[src/rbc_pkg.sv]
// ----------------------------------------------------------------------------
// rbc_pkg
// Shared types and constants of the rolling block checksum.
// ----------------------------------------------------------------------------
`default_nettype none
package rbc_pkg;

	localparam logic [16:0] PRIME       = 17'd65521;
	localparam logic [15:0] PRIME_M1    = 16'd65520;
	localparam logic [3:0]  FOLD_MULT   = 4'd15;
	localparam int          FOLDS       = 3;
	localparam int          ACC_W       = 49;

	localparam logic [1:0] REG_USE_POLY = 2'd0;
	localparam logic [1:0] REG_MULT1    = 2'd1;
	localparam logic [1:0] REG_MULT2    = 2'd2;

	typedef enum logic [3:0] {
		ST_IDLE,
		ST_DECODE,
		ST_ABS_WAIT,
		ST_EXTEND,
		ST_EXT_WAIT,
		ST_READ,
		ST_ROLL_MUL,
		ST_ROLL_WAIT,
		ST_EMIT
	} state_t;

endpackage
`default_nettype wire

[src/rbc_mulmod.sv]
// ----------------------------------------------------------------------------
// rbc_mulmod
// Multi-cycle (a * b + c) mod 65521 using folds of 2^16 = 15 (mod 65521).
// ----------------------------------------------------------------------------
`default_nettype none
module rbc_mulmod
	import rbc_pkg::*;
(
	input  wire logic        clk,
	input  wire logic        arst_n,
	input  wire logic        start,
	input  wire logic [31:0] a,
	input  wire logic [15:0] b,
	input  wire logic [24:0] c,
	output logic             done,
	output logic [15:0]      result
);

	logic [ACC_W-1:0] acc_q;
	logic [1:0]       cnt_q;
	logic             busy_q;
	logic [16:0]      low17;
	logic [16:0]      diff;

	always_ff @(posedge clk or negedge arst_n) begin
		if (!arst_n) begin
			busy_q <= 1'b0;
			cnt_q  <= '0;
		end else if (start) begin
			busy_q <= 1'b1;
			cnt_q  <= '0;
		end else if (busy_q) begin
			if (cnt_q == 2'(FOLDS)) begin
				busy_q <= 1'b0;
			end else begin
				cnt_q <= cnt_q + 2'd1;
			end
		end
	end

	always_ff @(posedge clk) begin
		if (start) begin
			acc_q <= ACC_W'(a * b) + ACC_W'(c);
		end else if (busy_q && cnt_q != 2'(FOLDS)) begin
			acc_q <= ACC_W'(acc_q[ACC_W-1:16] * FOLD_MULT) + ACC_W'(acc_q[15:0]);
		end
	end

	assign low17  = acc_q[16:0];
	assign diff   = low17 - PRIME;
	assign done   = busy_q && cnt_q == 2'(FOLDS);
	assign result = (low17 >= PRIME) ? diff[15:0] : low17[15:0];

endmodule
`default_nettype wire
[config.mk]
export PLATFORM = sky130hd
export DESIGN_NAME = rbc_mulmod
export DESIGN_NICKNAME = d
export VERILOG_FILES = /design/src/rbc_pkg.sv /design/src/rbc_mulmod.sv
export SDC_FILE = /design/constraint.sdc
export NUM_CORES = 2
export LEC_CHECK = 0
export BUFFER_PORTS_ARGS = -buffer_cell sky130_fd_sc_hd__buf_2
export CORE_ASPECT_RATIO = 1.4
export CORE_MARGIN = 2
export CORE_UTILIZATION = 54
export CTS_CLUSTER_SIZE = 14
export DETAILED_ROUTE_END_ITERATION = 10
export HOLD_SLACK_MARGIN = 0.12
export PLACE_DENSITY = 0.82
export SYNTH_ARGS = -nofsm -noshare
export SYNTH_HDL_FRONTEND = slang
export SYNTH_SLANG_ARGS = --single-unit
[constraint.sdc]
create_clock -name clk -period 4.37 [get_ports clk]
set_input_delay 0.6555 -clock clk [delete_from_list [all_inputs] [get_ports clk]]
set_output_delay 0.6555 -clock clk [all_outputs]
set_load 0.005 [all_outputs]
# Yosys cells after proc, flatten, opt, wreduce, memory -nomap -nowiden
# Index checks and enable logic that the tools add are counted.
# op_classes
addsub,4
n_mul,2
n_lt_le_gt_ge,1
eq_ne,3
mux,9
reduce_logical,5
# ops
cell,count
2-to-1 mux 49 bit,2
adder 48 x 25 -> 49 bit,1
multiplier 32 x 16 -> 48 bit,1
adder 37 x 16 -> 38 bit,1
"multiplier 33 x 4 -> 37 bit, second input constant",1
"greater-or-equal comparator 17 x 16 -> 1 bit, second input constant",1
2-to-1 mux 16 bit,1
"subtractor 16 bit, second input constant",1
2-to-1 mux 2 bit,3
"inequality test 2 bit, second input constant",2
nonzero test 2 bit,2
2-to-1 mux 1 bit,3
"adder 2 x 1 -> 2 bit, second input constant",1
"equality test 2 bit, second input constant",1
logical AND 1 bit,2
AND reduction 2 bit,1
# totals
register_bits,52
inputBits,76
output_inout_bits,17
elab_cells,27

# Logic depth before layout (Yosys ltp)
# logic_depth
depth_word,4
ltp_mapped,23
mapped_depth_nobuf,22

# Worst setup path after synthesis
# Ideal clock, no wire load.
# synth_path
kind,input -> register
start,input port a[20]
end,register acc_q[42] (data pin)
setup_ns,0.265
arrival_ns,6.085
t_required_ns,4.105
path_slack_ns,-1.981
path_stages,22
n_path_buf,2
path_cell_list,clkbuf_1 > nand2_1 > fa_1 > inv_1 > fa_1 > inv_1 > fa_1 > inv_1 > fa_1 > fa_1 > inv_1 > fa_1 > inv_1 > ha_1 > clkbuf_1 > a21oi_1 > o21ai_0 > or4_1 > o22ai_1 > o211a_1 > o31ai_1 > mux2i_1
# synth_between
elab_chain_cells,3
# synth_lines
element,line,text
"start, declared",rbc_mulmod.sv:12,"input wire logic [31:0] a,"
multiplier 32 x 16 -> 48 bit,rbc_mulmod.sv:43,acc_q <= ACC_W'(a * b) + ACC_W'(c);
adder 48 x 25 -> 49 bit,rbc_mulmod.sv:43,
2-to-1 mux 49 bit,rbc_mulmod.sv:42,if (start) begin
"end signal, assigned",rbc_mulmod.sv:43,
"end signal, assigned",rbc_mulmod.sv:45,acc_q <= ACC_W'(acc_q[ACC_W-1:16] * FOLD_MULT) + ACC_W'(acc_q[15:0]);
"end, declared",rbc_mulmod.sv:19,logic [ACC_W-1:0] acc_q;
# No other way between the ends.
# A chain may end at the register's enable or synchronous reset.

# Worst setup path after layout
# layout_path
start,input port b[11]
end,register acc_q[21] (data pin)
# layout_between
elab_chain_cells,3
# layout_lines
element,line,text
"start, declared",rbc_mulmod.sv:13,"input wire logic [15:0] b,"
multiplier 32 x 16 -> 48 bit,rbc_mulmod.sv:43,
adder 48 x 25 -> 49 bit,rbc_mulmod.sv:43,
2-to-1 mux 49 bit,rbc_mulmod.sv:42,
# No other way between the ends.

==> impl_results.md <==
- Outcome: complete, but fails checks
- Violations in the final reports: negative setup slack
- Pin count of the biggest net entering global routing: 70
- Cts hold-fix bufs: 0
- Number of remaining DRC errors: 0
- FP Rows: 90
- IO buf count: 92
- Post-synth ARST share: 0.0577
- Nets: 3812
- Synth Area in Compound Gates: 0.0807
- CTS tree: built
- Largest family of logic cells by synthesized area: adder cells
- First-pass GRT wire length: 112 mm
- Slew margin rel.: 0.405
- Crit path launch type: input port
- N_diodes: 0
- Routed len/inst: 20.2 µm
- #FFs+latches synth: 52
- Most common cell after layout, fill and taps aside: inv_1
- Avg Inst Size Synth: 8.87 µm²
- Clock skew: 8.21 ps
- Clock slew at reported path FFs: 70 ps
- Syn-to-layout area delta: 24.3%
- Worst Tran Pin Value: 889 ps
- Setup CP Type: input port to flop
- Clock Latency Late Sink: 320 ps
- # setup viols final: 42
- Primary FF master, synth: edfxtp_1
- Ratio of cells with drive above 1 in the final layout: 0.238
- # IOs: 93
- Routed WL: 72.1 mm
- Mapped Area: 23500 µm²
- Worst R2R End: acc_q[31]
- Slew Viols, Final: 0
- Gpl congestion: 0.956
- Initial Utilization: 0.547
- Final Cycle Share: 1.45
- Syn nets: 3449
- Adder-cell share of the synthesized area: 0.549
- Filler cell count: 2896
- Reg2reg path depth: 12
- Multiplexer area fraction after synthesis: 0.00872
- Final worst setup slack: -1990 ps
- DP HPWL: 53.6 mm
- Grt ovf: 0
- Most frequent cells in the layout: inv_1, fa_1, nand2_1
- Clock buffer depth: 2
- First drt pass iteration count: 9
- Max Cap Violations: 0
- CP max FO: 4
- Antenna violations before repair: 0
- TritonCTS Buffers: 5
- Ys Warns: 0
- Layout Utilization: 0.680
- Hold Vio Cnt, Final: 0
- Clock sinks: 52
- Required @ worst endpoint: 4410 ps
- Crit path DAT: 6390 ps
- Vias in the first global route: 22924
- Fmax achieved: 0.157 GHz
- Die ar.: 45300 µm²
- Via density: 5.81
- Tmin final: 6360 ps
- Clk Tree Root Cell: clkbuf_16
- Setup TNS: -67280 ps
- Library cells used by synthesis: 70
- Register area share after synthesis: 0.0657
- Via Count: 20726
- HP Class: input port to async pin
- Worst r2r src: acc_q[21]
- EDFF count, synth: 49
- R2R setup slack: -310 ps
- Cells after Synth: 2652
- RSZ-0062 raised after global routing: yes
- CTS H-tree depth: 2
- Post-place instance area: 27100 µm²
- Chip Width: 180 µm
- Hold Slack: 124 ps
- Gr usage total: 0.308
- Final Cell Area: 29300 µm²
- DIE HEIGHT: 251 µm
- Crit end category: flop
- Initial DRC Count: 1847
- Core area: 43000 µm²
- XOR/XNOR share of the synthesized area: 0.0253
- Antenna Nets Post-Route: 0
- Synthesized-area fraction occupied by and/or/nand/nor cells: 0.155
[cells by family after synthesis]
group,Yosys count
XOR/XNOR,68
flip-flops,52
buffers and inverters,721
adder cells (fa/ha/maj),721
AO/OA/AOI/OAI,293
AND/OR/NAND/NOR,777
multiplexers,20
[area by class of cell]
cell class	instances	area [µm²]	area share
clock buffers	5	125	0.00428
clock inverters	3	17.5	0.000599
inverters	616	2310	0.0790
multi-input cells	1879	20500	0.699
flip-flops and latches	52	1550	0.0529
well taps	552	691	0.0236
repair buffers	461	4110	0.140
[worst max-delay path, cell delays in order]
cell and delay [ps]:
buf_16 130, and2_4 160, fa_1 560, inv_1 70, fa_1 500, inv_1 50, fa_1 560, fa_2 440
fa_1 510, inv_1 60, fa_1 520, inv_2 50, ha_4 220, buf_4 150, buf_6 120, nand2_2 100
o21ai_2 150, a21oi_4 250, buf_4 200, a21o_1 150, nand2_2 80, buf_6 140, a21boi_2 140, xor2_1 290
a21oi_1 120
[cell usage after synthesis, drive strengths merged, types with 4 or more instances]
| master | count | area [µm²] |
|---|---|---|
| o31ai | 8 | 78.8 |
| a2111oi | 4 | 41.3 |
| nor2b | 9 | 56.3 |
| or3 | 9 | 56.3 |
| nand2 | 417 | 1570 |
| nor2 | 63 | 236 |
| and2 | 180 | 1130 |
| a21oi | 99 | 507 |
| xnor2 | 40 | 350 |
| clkbuf | 104 | 390 |
| inv | 616 | 2310 |
| and3 | 12 | 75.1 |
| a31oi | 10 | 62.6 |
| xor2 | 28 | 245 |
| mux2 | 4 | 45.0 |
| nand3 | 23 | 115 |
| o21bai | 9 | 67.6 |
| nor3 | 11 | 55.1 |
| edfxtp | 49 | 1470 |
| mux2i | 16 | 160 |
| fa | 521 | 10400 |
| nand2b | 18 | 113 |
| a21boi | 8 | 63.8 |
| ha | 200 | 2500 |
| o21a | 7 | 52.6 |
| a41oi | 6 | 52.6 |
| a21o | 42 | 315 |
| nand4 | 17 | 106 |
| o21ai | 59 | 299 |
| o211ai | 9 | 67.6 |
| a211oi | 7 | 57.6 |
[through the flow]
stage	cells	worst slack, ps
3_5_place_dp	3494	-2420
6_report	3568	-1990
2_1_floorplan	2652	-1560
5_1_grt	3568	-2140
3_3_place_gp	3494	-2260
4_1_cts	3551	-1610
[how the worst max path moves through the flow]
| stage | startpoint | slack [ps] | endpoint | cells after the start |
|---|---|---|---|---|
| 3_3_place_gp | b[1] | -2260 | acc_q[47] | 24 |
| 5_1_grt | b[11] | -2140 | acc_q[21] | 25 |
| 6_report | b[11] | -1990 | acc_q[21] | 25 |
| 2_1_floorplan | b[4] | -1560 | acc_q[42] | 21 |
| 4_1_cts | a[4] | -1610 | acc_q[30] | 21 |
| 3_5_place_dp | b[1] | -2420 | acc_q[47] | 24 |
[flip-flops by register name (all words and copies together) (netlist names)]
| register | count |
|---|---|
| acc_q | 49 |
| cnt_q | 2 |
| busy_q | 1 |
[per-layer routing]
| layer | vias up | wire length [µm] | track usage |
|---|---|---|---|
| met5 | - | 0 | 0 |
| met4 | 0 | 5880 | 0.191 |
| met3 | 458 | 4970 | 0.0326 |
| met2 | 1284 | 36600 | 0.560 |
| met1 | 10225 | 24700 | 0.346 |
| li1 | 8759 | - | - |
[timing repair]
item | 4_1_cts | 5_1_grt
endpoints found under the setup margin | 44 | 43
setup buffers | 45 | 19
resized for setup | 274 | 84
pin swaps | 160 | 83
cloned | 6 | 3
Power is left out: the tool's default activity adds up to more than one toggle a clock period on the data nets, which glitch-free logic cannot reach.
